[config.mk]
export PLATFORM = sky130hd
export DESIGN_NAME = c_escape_sequence_decoder
export DESIGN_NICKNAME = d
export VERILOG_FILES = /design/src/hdl/cesd_pkg.sv /design/src/hdl/cesd_decode.sv /design/src/hdl/cesd_outbuf.sv /design/src/hdl/c_escape_sequence_decoder.sv
export SDC_FILE = /design/constraint.sdc
export NUM_CORES = 1
export LEC_CHECK = 0
export ABC_AREA = 1
export ABC_CLOCK_PERIOD_IN_PS = 14600
export BUFFER_PORTS_ARGS = -buffer_cell sky130_fd_sc_hd__buf_2
export CORE_MARGIN = 4
export CORE_UTILIZATION = 55
export DETAILED_ROUTE_END_ITERATION = 8
export GPL_ROUTABILITY_DRIVEN = 0
export PLACE_DENSITY = 0.75
export SLEW_MARGIN = 20
export SYNTH_ARGS = -nofsm -noshare
export SYNTH_HDL_FRONTEND = slang
export SYNTH_HIERARCHICAL = 1
export SYNTH_SLANG_ARGS = --single-unit
[constraint.sdc]
create_clock -name clk -period 14.6 [get_ports clk]
set_input_delay 2.92 -clock clk [delete_from_list [all_inputs] [get_ports clk]]
set_output_delay 2.92 -clock clk [all_outputs]
set_load 0.03 [all_outputs]
[src/hdl/cesd_pkg.sv]
`default_nettype none
// ----------------------------------------------------------------------------
// cesd_pkg: shared types, character codes and helpers
// Types and functions used by the escape decoder, its result buffer and top.
// ----------------------------------------------------------------------------
package cesd_pkg;

	localparam int UnitW = 32;
	localparam int MaxRes = 4;
	localparam int AddrW = 3;

	// register byte addresses (bit 2 upward selects the word)
	localparam logic [AddrW-1:0] REG_WIDE_MODE = 3'd0;

	localparam logic [7:0] CH_BSLASH = 8'h5C;
	localparam logic [7:0] CH_LC_U   = 8'h75;
	localparam logic [7:0] CH_UC_U   = 8'h55;
	localparam logic [7:0] CH_LC_X   = 8'h78;
	localparam logic [7:0] CH_LC_N   = 8'h6E;
	localparam logic [7:0] CH_LC_T   = 8'h74;
	localparam logic [7:0] CH_LC_V   = 8'h76;
	localparam logic [7:0] CH_LC_B   = 8'h62;
	localparam logic [7:0] CH_LC_R   = 8'h72;
	localparam logic [7:0] CH_LC_F   = 8'h66;
	localparam logic [7:0] CH_LC_A   = 8'h61;
	localparam logic [7:0] CH_ZERO   = 8'h30;

	localparam logic [3:0] UNI_SHORT_DIGITS = 4'd4;
	localparam logic [3:0] UNI_LONG_DIGITS  = 4'd8;

	typedef enum logic [4:0] {
		PH_NORMAL = 5'b00001,
		PH_ESCAPE = 5'b00010,
		PH_HEX    = 5'b00100,
		PH_OCT    = 5'b01000,
		PH_UNI    = 5'b10000
	} phase_t;

	typedef logic [MaxRes-1:0][UnitW-1:0] unit_vec_t;

	// words produced by one byte; vals[0] goes out first
	typedef struct packed {
		logic [2:0] cnt;
		unit_vec_t  vals;
		logic       last;
		logic       err;
	} res_t;

	typedef struct packed {
		logic       ok;
		logic [3:0] val;
	} hex_t;

	function automatic hex_t hex_decode(input logic [7:0] b);
		hex_t h;
		h.ok = 1'b1;
		h.val = 4'd0;
		if (b >= 8'h30 && b <= 8'h39) begin
			h.val = b[3:0];
		end else if ((b >= 8'h61 && b <= 8'h66) || (b >= 8'h41 && b <= 8'h46)) begin
			h.val = b[3:0] + 4'd9;
		end else begin
			h.ok = 1'b0;
		end
		return h;
	endfunction

	function automatic logic is_dec(input logic [7:0] b);
		return (b >= 8'h30 && b <= 8'h39);
	endfunction

	// universal character: one full unit in wide mode, else 1 to 4 UTF-8 bytes
	function automatic res_t uni_encode(input logic [31:0] v, input logic wide);
		res_t r;
		r = '0;
		if (wide || v <= 32'h7F) begin
			r.cnt = 3'd1;
			r.vals[0] = v;
		end else if (v <= 32'h7FF) begin
			r.cnt = 3'd2;
			r.vals[0] = {24'h0, 8'hC0 | {3'b0, v[10:6]}};
			r.vals[1] = {24'h0, 2'b10, v[5:0]};
		end else if (v <= 32'hFFFF) begin
			r.cnt = 3'd3;
			r.vals[0] = {24'h0, 8'hE0 | {4'b0, v[15:12]}};
			r.vals[1] = {24'h0, 2'b10, v[11:6]};
			r.vals[2] = {24'h0, 2'b10, v[5:0]};
		end else begin
			r.cnt = 3'd4;
			r.vals[0] = {24'h0, 8'hF0 | v[25:18]};
			r.vals[1] = {24'h0, 2'b10, v[17:12]};
			r.vals[2] = {24'h0, 2'b10, v[11:6]};
			r.vals[3] = {24'h0, 2'b10, v[5:0]};
		end
		return r;
	endfunction

endpackage
`default_nettype wire

[src/hdl/cesd_decode.sv]
`default_nettype none
// ----------------------------------------------------------------------------
// cesd_decode: escape parser
// Next parse state and the result words for one registered source byte.
// ----------------------------------------------------------------------------
module cesd_decode (
	input  wire logic              [7:0]  byte_i,
	input  wire logic                     eos,
	input  wire logic                     wide,
	input  wire cesd_pkg::phase_t         phase,
	input  wire logic              [31:0] acc,
	input  wire logic              [3:0]  digits,
	output cesd_pkg::phase_t              phase_nxt,
	output logic                   [31:0] acc_nxt,
	output logic                   [3:0]  digits_nxt,
	output cesd_pkg::res_t                res
);
	import cesd_pkg::*;

	hex_t       hx;
	logic       dec;
	logic [3:0] dig_dec;

	assign hx = hex_decode(byte_i);
	assign dec = is_dec(byte_i);
	assign dig_dec = digits - 4'd1;

	always_comb begin
		phase_t     ph;
		logic [31:0] a;
		logic [3:0]  d;
		res_t        r;
		logic        plain;
		logic [31:0] unit;
		ph = phase;
		a = acc;
		d = digits;
		r = '0;
		plain = 1'b0;
		unit = wide ? acc : {24'h0, acc[7:0]};
		case (phase)
			PH_ESCAPE: begin
				ph = PH_NORMAL;
				a = '0;
				r.cnt = 3'd1;
				case (byte_i)
					CH_LC_N: r.vals[0] = 32'h0A;
					CH_LC_T: r.vals[0] = 32'h09;
					CH_LC_V: r.vals[0] = 32'h0B;
					CH_LC_B: r.vals[0] = 32'h08;
					CH_LC_R: r.vals[0] = 32'h0D;
					CH_LC_F: r.vals[0] = 32'h0C;
					CH_LC_A: r.vals[0] = 32'h07;
					CH_LC_X: begin
						ph = PH_HEX;
						r.cnt = 3'd0;
					end
					CH_LC_U: begin
						ph = PH_UNI;
						d = UNI_SHORT_DIGITS;
						r.cnt = 3'd0;
					end
					CH_UC_U: begin
						ph = PH_UNI;
						d = UNI_LONG_DIGITS;
						r.cnt = 3'd0;
					end
					default: begin
						if (dec) begin
							ph = PH_OCT;
							a = {28'h0, byte_i[3:0]};
							r.cnt = 3'd0;
						end else begin
							r.vals[0] = {24'h0, byte_i};
						end
					end
				endcase
			end
			PH_HEX: begin
				if (hx.ok) begin
					a = {acc[27:0], hx.val};
				end else begin
					r.cnt = 3'd1;
					r.vals[0] = unit;
					ph = PH_NORMAL;
					plain = 1'b1;
				end
			end
			PH_OCT: begin
				if (dec) begin
					a = {acc[28:0], 3'b000} | {28'h0, byte_i[3:0]};
				end else begin
					r.cnt = 3'd1;
					r.vals[0] = unit;
					ph = PH_NORMAL;
					plain = 1'b1;
				end
			end
			PH_UNI: begin
				a = {acc[27:0], hx.ok ? hx.val : 4'd0};
				d = dig_dec;
				if (dig_dec == 4'd0) begin
					r = uni_encode(a, wide);
					ph = PH_NORMAL;
				end
			end
			default: begin
				ph = PH_NORMAL;
				plain = 1'b1;
			end
		endcase

		// terminator byte of a run, or a byte in the normal phase; at most one
		// word is already queued here, so it lands in slot cnt[0]
		if (plain) begin
			if (byte_i == CH_BSLASH) begin
				if (eos) begin
					r.vals[{1'b0, r.cnt[0]}] = '0;
					r.err = 1'b1;
					r.cnt = r.cnt + 3'd1;
				end else begin
					ph = PH_ESCAPE;
				end
			end else begin
				r.vals[{1'b0, r.cnt[0]}] = {24'h0, byte_i};
				r.cnt = r.cnt + 3'd1;
			end
		end

		// end of string flushes an open run; nothing is queued in those phases
		if (eos) begin
			if (ph == PH_HEX || ph == PH_OCT) begin
				r.cnt = 3'd1;
				r.vals[0] = wide ? a : {24'h0, a[7:0]};
			end else if (ph == PH_UNI) begin
				r = uni_encode(a, wide);
			end
			r.last = (r.cnt != 3'd0);
			ph = PH_NORMAL;
			a = '0;
			d = '0;
		end

		phase_nxt = ph;
		acc_nxt = a;
		digits_nxt = d;
		res = r;
	end

endmodule
`default_nettype wire

[src/hdl/cesd_outbuf.sv]
`default_nettype none
// ----------------------------------------------------------------------------
// cesd_outbuf: result register
// Holds one byte's words and hands out one per cycle while out_ready is high.
// ----------------------------------------------------------------------------
module cesd_outbuf (
	input  wire logic           clk,
	input  wire logic           arst_n,
	input  wire logic           load,
	input  wire cesd_pkg::res_t res,
	output logic                free,
	output logic                out_valid,
	input  wire logic           out_ready,
	output logic         [31:0] out_value,
	output logic                out_last,
	output logic                out_error
);
	import cesd_pkg::*;

	logic [2:0] rem_q;
	unit_vec_t  vals_q;
	logic       last_q;
	logic       err_q;

	assign out_valid = (rem_q != 3'd0);
	assign free = (rem_q == 3'd0) || (rem_q == 3'd1 && out_ready);
	assign out_value = vals_q[0];
	// flags belong to the final word of the group
	assign out_last = last_q && (rem_q == 3'd1);
	assign out_error = err_q && (rem_q == 3'd1);

	always_ff @(posedge clk or negedge arst_n) begin
		if (!arst_n) begin
			rem_q <= '0;
		end else if (load) begin
			rem_q <= res.cnt;
		end else if (out_valid && out_ready) begin
			rem_q <= rem_q - 3'd1;
		end
	end

	always_ff @(posedge clk) begin
		if (load) begin
			vals_q <= res.vals;
			last_q <= res.last;
			err_q <= res.err;
		end else if (out_valid && out_ready) begin
			vals_q <= {{UnitW{1'b0}}, vals_q[MaxRes-1:1]};
		end
	end

endmodule
`default_nettype wire

[src/hdl/c_escape_sequence_decoder.sv]
`default_nettype none
// ----------------------------------------------------------------------------
// c_escape_sequence_decoder: C string literal unescaper
// Decodes escapes of a literal body, one source byte in, decoded units out.
// ----------------------------------------------------------------------------
//  channel | signals                                     | direction
//  in      | in_valid/in_ready, in_byte, end_of_string   | source bytes
//  out     | out_valid/out_ready, out_value, out_last/err| decoded words
//  cfg     | APB psel..prdata, bit 0 of word 0 = wide    | register access
//
// A byte is decoded in the cycle after it is taken; its decoded words then go
// out one per cycle while out_ready is high, so the rate is one byte per cycle
// except when a byte yields two to four words (UTF-8 output, run terminator).
// The result register gates the input register: a byte waits there while
// earlier words are drained. Reset clears parse state and wide mode.
// ----------------------------------------------------------------------------
module c_escape_sequence_decoder (
	input  wire logic                           clk,
	input  wire logic                           arst_n,
	input  wire logic                           in_valid,
	output logic                                in_ready,
	input  wire logic                    [7:0]  in_byte,
	input  wire logic                           end_of_string,
	output logic                                out_valid,
	input  wire logic                           out_ready,
	output logic                         [31:0] out_value,
	output logic                                out_last,
	output logic                                out_error,
	input  wire logic                           psel,
	input  wire logic                           penable,
	input  wire logic                           pwrite,
	input  wire logic [cesd_pkg::AddrW-1:0]     paddr,
	input  wire logic                    [31:0] pwdata,
	output logic                         [31:0] prdata,
	output logic                                pready
);
	import cesd_pkg::*;

	logic       wide_q;
	logic       valid_s1;
	logic [7:0] byte_s1;
	logic       eos_s1;
	phase_t     phase_q;
	logic [31:0] acc_q;
	logic [3:0] digits_q;

	phase_t     phase_nxt;
	logic [31:0] acc_nxt;
	logic [3:0] digits_nxt;
	res_t       res;
	logic       buf_free;
	logic       advance;
	logic       reg_sel;

	// config port
	assign pready = 1'b1;
	assign reg_sel = (paddr[AddrW-1:2] == REG_WIDE_MODE[AddrW-1:2]);
	assign prdata = reg_sel ? {31'h0, wide_q} : 32'h0;

	always_ff @(posedge clk or negedge arst_n) begin
		if (!arst_n) begin
			wide_q <= 1'b0;
		end else if (psel && penable && pwrite && pready && reg_sel) begin
			wide_q <= pwdata[0];
		end
	end

	// input register
	assign advance = valid_s1 && (res.cnt == 3'd0 || buf_free);
	assign in_ready = !valid_s1 || advance;

	always_ff @(posedge clk or negedge arst_n) begin
		if (!arst_n) begin
			valid_s1 <= 1'b0;
		end else if (in_valid && in_ready) begin
			valid_s1 <= 1'b1;
		end else if (advance) begin
			valid_s1 <= 1'b0;
		end
	end

	always_ff @(posedge clk) begin
		if (in_valid && in_ready) begin
			byte_s1 <= in_byte;
			eos_s1 <= end_of_string;
		end
	end

	// parse state
	always_ff @(posedge clk or negedge arst_n) begin
		if (!arst_n) begin
			phase_q <= PH_NORMAL;
			acc_q <= '0;
			digits_q <= '0;
		end else if (advance) begin
			phase_q <= phase_nxt;
			acc_q <= acc_nxt;
			digits_q <= digits_nxt;
		end
	end

	cesd_decode u_decode (
		.byte_i     (byte_s1),
		.eos        (eos_s1),
		.wide       (wide_q),
		.phase      (phase_q),
		.acc        (acc_q),
		.digits     (digits_q),
		.phase_nxt  (phase_nxt),
		.acc_nxt    (acc_nxt),
		.digits_nxt (digits_nxt),
		.res        (res)
	);

	cesd_outbuf u_outbuf (
		.clk       (clk),
		.arst_n    (arst_n),
		.load      (advance && res.cnt != 3'd0),
		.res       (res),
		.free      (buf_free),
		.out_valid (out_valid),
		.out_ready (out_ready),
		.out_value (out_value),
		.out_last  (out_last),
		.out_error (out_error)
	);

endmodule
`default_nettype wire

# After elaboration in Yosys (flattened, before gate mapping)
# Cells that the tools add are included.
# word_totals
mem_count,0
reg_bits,185
out_inout_bits,69
input_bits,51
elab_cells,182
mem_bits_ro,0
latchBits,0
mem_bits_rw,0
# op_classes
multipliers,0
shift,0
bitwise,4
muxes,89
n_eq_ne,20
addsub,4
n_div,0
order_cmp,14
reduce_logical,37
# op_table
operator,n
$mux 96,8
$mux 64,7
$mux 133,3
$mux 131,3
$mux 32,12
$mux 128,2
$pmux 32 s4,2
$pmux 32 s8,1
$mux 70,2
$and 128x128->128,1
$bwmux 128,1
$not 64->128,1
$eq 8x7->1 const B,11
$le 32x11->1 const B,2
$le 32x16->1 const B,2
$le 32x7->1 const B,2
$mux 5,7
$demux 32 s1,1
$or 32x4->32,1
$mux 3,10
$mux 4,6
$mux 8,3
$pmux 5 s4,1
$ge 8x7->1 const B,2
35 further kinds,77

# Depth between registers and ports, before layout
# Gate-level depths: netlist of the first run.
# depth
depth_word,39
mapped_depth,32
ltp_nobuf,29

# Hierarchy
# The synthesis of the first run kept the hierarchy.
# modules_own_cells
module,cells_each,seq_area_each_um2,area_each_um2,n_inst
cesd_outbuf,576,3978.8,5878.1,1
cesd_decode,979,0.0,5122.4,1
c_escape_sequence_decoder,240,1347.5,2298.5,1

# Least setup slack after synthesis of the first run
# OpenSTA, ideal clock, no wires.
# synth_path
path_type,input-to-reg
startpoint,input port out_ready
endpoint,"register u_outbuf.vals_q, in the netlist u_outbuf/out_value[0] (enable)"
n_path_buf,1
setup_ps,496
stages,7
required_time_ps,14104
arrival_time_ps,6195
slack_ps,7909
cell_sequence,nand3_1 > nand2_1 > nand3_1 > inv_1 > buf_4 > inv_4 > nand2_1
# synth_via
elab_chain_len,6
elab_cells_between_ends,7
cone_classes,7 x reduce/logical
# synth_lines
item,line,rtl
"start, declared",c_escape_sequence_decoder.sv:25,"input wire logic out_ready,"
$logic_and 1x1->1,cesd_outbuf.sv:26,assign free = (rem_q == 3'd0) || (rem_q == 3'd1 && out_ready);
$logic_or 1x1->1,cesd_outbuf.sv:26,
net buf_free,c_escape_sequence_decoder.sv:51,logic buf_free;
$logic_or 1x1->1,c_escape_sequence_decoder.sv:69,assign advance = valid_s1 && (res.cnt == 3'd0 || buf_free);
$logic_and 1x1->1,c_escape_sequence_decoder.sv:69,
$logic_and 1x1->1,c_escape_sequence_decoder.sv:118,".load (advance && res.cnt != 3'd0),"
$reduce_bool 2->1 (no source line),--,
"end signal, assigned",cesd_outbuf.sv:44,vals_q <= res.vals;
"end signal, assigned",cesd_outbuf.sv:48,"vals_q <= {{UnitW{1'b0}}, vals_q[MaxRes-1:1]};"
"end, declared",cesd_outbuf.sv:21,unit_vec_t vals_q;
# The timed path passes the listed nets, and every way through them passes these cells.
# A chain may end at the register's enable or synchronous reset.

==> metrics.yaml, run 1 <==
path_depth: 22
synth_cells: 1795
worstPathArrival_ns: 6.17
seq_area_frac_synth_pct: 40.1
clockBufferDepth: 2
dp_hpwl_um: 23000
synthFlopType: "edfxtp_1"
drtIter0Drc: 1728
fp.dieH_um: 164
end_kind: "primary output"
grt_antenna_before_repair: 0
rsz0062_at_grt: "false"
start_util_pct: 56.3
powerDensity_nw_per_um2: 178
setup_ws_ns: 5.51
cp-startpoint: "phase_q[0]"
met3_length_um: 3920
grt_pass1_vias: 11000
fin_worst_skew_ns: 0.0258
crit_family: "simple AND/OR/NAND/NOR gates"
clkTransAtPathRegs_ns: 0.07
ys_warn_count: 6
setup_viol: 0
insertion_delay_ns: 0.45
fillers: 2193
startpoint_type: "flip-flop"
root_buffer: "clkbuf_16"
rr_worst_depth: 24
wirelength_um: 34400
area_delta_synth_final_pct: 1.41
worstReg2RegStart: "phase_q[0]"
cap_violations: 0
drc: 6
ios: 120
p_leak_nw: 6.65
port_buffers: 54
place_inst: 2060
whs_ns: 0.474
fmax_mhz: 110
synth_area_per_cell_um2: 7.41
synthArstFlopShare_pct: 24.9
violations: "design-rule violations"
synth_cell_types: 62
layoutNonFillerInstCount: 2092
cts_setup_buffers: 0
clock_sink_count: 185
hp-class: "reg2reg"
crit_buf_inv: 6
worstMarginPinSlew_ns: 0.964
synth_seq_cells: 185
synth_edf_count: 139
coreArea_um2: 23600
dieArea_um2: 26700
fin_crit_sh_pct: 62.3
slew_violations: 0
dr.pass1.iters: 9
cts_hold_buf: 0
grt.total_usage_pct: 26.1
cts_buffers: 17
worst_path_max_delay_cell: "inv_1"
m1WireLength_um: 13900
via_per_inst: 5.66
ctsResizeCount: 0
min_from: "phase_q[0]"
hold_viol_final: 0
num_vias: 11800
path_class: "reg2out"
ir_drop_uv: 265
grt_max_degree: 100
grt_pass1_wl_um: 56300
fin_crit_ns: 9.09
cpPeakStageDelay_ns: 1.00
htreeDepth: 4
ant_nets: 0
routed.top_layer: "met4"
finalPower_mw: 2.40
die_x_um: 164
cp_max_fo: 23
status: "finished with violations"
fin_tns_setup_ns: 0
met2_wirelength_um: 15100
dp_slack_ns: 6.32
drive_gt1_share_pct: 8.97
grt_overflow_total: 0
cts_tree: "yes"
cp.required_ns: 11.68
slew-limit-headroom_pct: 35.0
wl_per_cell_um: 16.5
num-nets-final: 1821
std_cell_rows: 56
hold_depth: 2
synth.cell_area_um2: 13300
insertedDiodeCount: 0
worstPathCellList: "nor2_1, inv_1, nor2_1, buf_4, inv_1, nand4_1, inv_1, nor2_1, nand2_1, nand2_1, nand2_1, nor2_1, nand2_1, nor2_4, nand2_2, clkinv_1, nand3_1, nand2_1, nor2_1, nand2_2, nand3_1, buf_2"
## kinds of logic after synthesis
family	share of synthesized area, %
AO/OA/AOI/OAI	10.3
XOR/XNOR	0.263
adder cells (fa/ha/maj)	0.941
buffers and inverters	16.8
flip-flops	40.1
other	0.0847
AND/OR/NAND/NOR	31.6
## layout by cell type, fill, tap and decap left out, types with 10 or more instances in the layout
cell,instances
nand2_1,643
inv_1,163
edfxtp_1,139
nand3_1,132
nor2_1,109
conb_1,106
buf_2,54
a21oi_1,47
o21ai_0,45
dfrtp_1,45
nand4_1,27
a32oi_1,23
o22ai_1,19
o211ai_1,18
clkbuf_16,17
a31oi_1,17
nor3_1,15
nand3_2,13
nand2_2,12
ha_1,10
## worst register-to-register path: cells and delay by family (launching register included)
kind / cells / cell delay, ns
flops: 1 / 0.54
simple gates: 17 / 4.19
buf+inv: 7 / 3.02
## cell usage after synthesis, types with 10 or more instances
library cell | instances | area, µm²
a21oi_1 | 47 | 235
a31oi_1 | 17 | 106
a32oi_1 | 23 | 201
buf_2 | 28 | 140
buf_4 | 159 | 1190
buf_6 | 11 | 124
clkbuf_1 | 18 | 67.6
dfrtp_1 | 45 | 1130
edfxtp_1 | 139 | 4170
ha_1 | 10 | 125
inv_1 | 164 | 616
nand2_1 | 644 | 2420
nand2_2 | 12 | 75.1
nand3_1 | 132 | 661
nand3_2 | 13 | 130
nand4_1 | 27 | 169
nor2_1 | 109 | 409
nor3_1 | 15 | 75.1
o211ai_1 | 18 | 135
o21ai_0 | 45 | 225
o22ai_1 | 19 | 119
## per-layer routing
layer | vias up | track usage (%)
met2 | 766 | 39.8
met3 | 148 | 6.76
met1 | 5341 | 34.9
met4 | 0 | 12.6
met5 | - | 0
li1 | 5587 | -
## path summary, 6_finish.rpt
path / end / slack, ns
max in group asynchronous: acc_q[16] / 11.57
min in group asynchronous: digits_q[3] / 2.58
worst min-delay path: phase_q[0] / 0.47
worst max register to register: u_outbuf/vals_q[59] / 6.44
worst max-delay path: in_ready / 5.51
worst min register to register: phase_q[0] / 0.47
## stage by stage
stage | utilization, % | area (µm²)
after floorplan | - | 13700
after global placement | 54.5 | 12900
after detailed placement | 54.5 | 12900
after CTS | 57.1 | 13500
after global routing | 57.1 | 13500
final | 57.1 | 13500
## state kept, by name, summed over array words and instances (netlist names)
name                cells
u_outbuf/vals_q        96
acc_q                  32
u_outbuf/out_value     32
byte_s1                 8
phase_q                 5
digits_q                4
u_outbuf/rem_q          3
eos_s1                  1
u_outbuf/err_q          1
u_outbuf/last_q         1
valid_s1                1
wide_q                  1
## power by group
group | internal, mW | leakage [nW] | total [mW] | switching (mW)
registers | 0.893 | 2.02 | 0.961 | 0.0673
clock network | 0.248 | 0.299 | 0.483 | 0.235
logic | 0.217 | 4.33 | 0.959 | 0.741
## cell type report
cell class,count,area (µm²),share of cell area [%]
clock buffer,18,429,3.18
clock inverter,14,178,1.32
inverter,179,679,5.04
multi-input combinational,1314,6140,45.5
sequential,185,5330,39.5
tap,319,399,2.96
timing repair buffer,63,338,2.50
Note: power is estimated with default switching activity, not from simulation.
==> run 2: changes to the inputs <==
Settings changed: ABC_CLOCK_PERIOD_IN_PS 14600 to 9200.
Clock period 14.6 ns to 9.2 ns, I/O delays scaled along.
==> run 2 against run 1 <==
Effect of this change: the run still ends with design-rule violations left; clock-buffer cell count down 1; die area is the same; register-to-register slack got worse by 3.7 ns; via count fell by 0.15%; critical path type unchanged; power up 61%; worst hold slack improved by 0.015 ns.
==> metrics.yaml, run 2 (synthesis results as in run 1) <==
cts_hold_buf: 0
grt_overflow_total: 0
clock_sink_count: 185
grt.total_usage_pct: 26.0
grt_antenna_before_repair: 0
violations: "design-rule violations"
clkTransAtPathRegs_ns: 0.08
p_sw_share_pct: 44.2
ant_nets: 0
drive_gt1_share_pct: 9.18
hp-class: "reg2reg"
status: "finished with violations"
fin_crit_ns: 7.41
worst_path_max_delay_cell: "nand2_1"
clkPwrFrac_pct: 20.5
end_kind: "primary output"
insertedDiodeCount: 0
wirelength_um: 35000
layout_common_cells: "643 x nand2_1, 163 x inv_1, 139 x edfxtp_1, 132 x nand3_1, 109 x nor2_1"
grt_pass1_vias: 10600
via_per_inst: 5.64
fp.dieH_um: 164
die_x_um: 164
cts_setup_buffers: 0
rr_worst_depth: 21
worstReg2RegStart: "byte_s1[0]"
pwr-share-comb_pct: 40.1
cp_max_fo: 21
fmax_mhz: 135
grt_pass1_wl_um: 55400
p_int_mw: 2.15
dp_hpwl_um: 23300
cts_tree: "yes"
wl_per_cell_um: 16.7
hold_depth: 2
largest_register_ffs: 96
dp_slack_ns: 2.56
dr.pass1.iters: 9
drtIter0Drc: 2203
cts_buffers: 17
num_vias: 11800
worstPathCellList: "inv_1, ha_1, nor3_2, inv_1, nand2_1, nand3_4, nand2_2, nand2_1, nand2_1, nand2_1, nor2_1, nand2_1, nor2_1, nand4_2, nand2_2, inv_1, nand3_1, nand2_1, nor2_1, nand2_2, nand3_1, buf_2"
power.switching_mw: 1.71
p_leak_nw: 6.68
cap_violations: 0
worstMarginPinSlew_ns: 0.977
rsz0062_at_grt: "false"
worstPathArrival_ns: 5.57
path_class: "reg2out"
fin_crit_sh_pct: 80.6
cpPeakStageDelay_ns: 0.57
root_buffer: "clkbuf_16"
setup_viol: 0
fin_tns_setup_ns: 0
regMostFlops: "u_outbuf/vals_q"
insertion_delay_ns: 0.44
clockBufferDepth: 2
ios: 120
std_cell_rows: 56
ctsResizeCount: 0
ir_drop_uv: 189
dieArea_um2: 26700
grt_max_degree: 99
setup_ws_ns: 1.79
cp.required_ns: 7.36
final_common_cell: "nand2_1"
crit_top_cell: "nand2_1"
seq_power_share_pct: 39.4
htreeDepth: 4
slew_violations: 0
fin_worst_skew_ns: 0.0122
area_delta_synth_final_pct: 2.00
powerDensity_nw_per_um2: 285
min_from: "phase_q[0]"
start_util_pct: 56.3
startpoint_type: "flip-flop"
coreArea_um2: 23600
num-nets-final: 1824
slew-limit-headroom_pct: 34.7
cp-startpoint: "byte_s1[0]"
drc: 3
hold_viol_final: 0
port_buffers: 54
## run 2: cell count changes in the layout (fill, tap and decap cells not counted), sizes merged
cell    change
buf         +3
bufinv      -1
clkbuf      -1
clkinv      +2
## run 2: worst paths after layout
path	end	slack, ns
worst min-delay path	phase_q[0]	0.49
max in group asynchronous	acc_q[14]	7.26
min in group asynchronous	acc_q[29]	1.50
worst max register to register	u_outbuf/vals_q[61]	2.77
worst min register to register	phase_q[0]	0.49
worst max-delay path	in_ready	1.79
## run 2: critical path: cells and delay by family, from the launching register on
| kind | cells | cell delay [ns] |
|---|---|---|
| adder cells (fa/ha/maj) | 1 | 0.30 |
| buffers and inverters | 4 | 0.58 |
| flip-flops | 1 | 0.49 |
| AND/OR/NAND/NOR | 17 | 3.73 |
## run 2: layout make-up
cell class | instances | area [µm²]
Clock inverter | 15 | 225
Clock buffer | 17 | 425
Sequential cell | 185 | 5330
Timing Repair Buffer | 66 | 373
Tap cell | 319 | 399
Multi-Input combinational cell | 1314 | 6140
Inverter | 179 | 679
Fill cell | 2127 | 10000
## run 2: power by group through the flow
stage | registers, mW | logic (mW) | clock network, mW
floorplan | 1.55 | 1.37 | 0
global placement | 1.53 | 1.50 | 0
detailed placement | 1.54 | 1.52 | 0
CTS | 1.52 | 1.53 | 0.804
global route | 1.55 | 1.72 | 0.846
finish | 1.52 | 1.55 | 0.792
## run 2: stage by stage
stage | power (mW) | cells | instance area [µm²] | hold WS, ns | util, %
2_1_floorplan | 2.92 | 1898 | 13700 | 0.437 | -
3_3_place_gp | 3.03 | 2063 | 12900 | 0.459 | 54.7
6_report | 3.86 | 2095 | 13600 | 0.490 | 57.5
3_5_place_dp | 3.06 | 2063 | 12900 | 0.472 | 54.7
5_1_grt | 4.11 | 2095 | 13600 | 0.495 | 57.5
4_1_cts | 3.86 | 2095 | 13600 | 0.489 | 57.5
## run 2: layer usage
metal  vias to the layer above  wire length (µm)  share of wire [%]  track usage (%)
met2                       816             15500                 44             40.0
met4                         0              1560                4.5             10.9
met3                       143              3890                 11             5.48
li1                       5593                 -                  -                -
met5                         -                 0                  0                0
met1                      5272             14000                 40             35.7
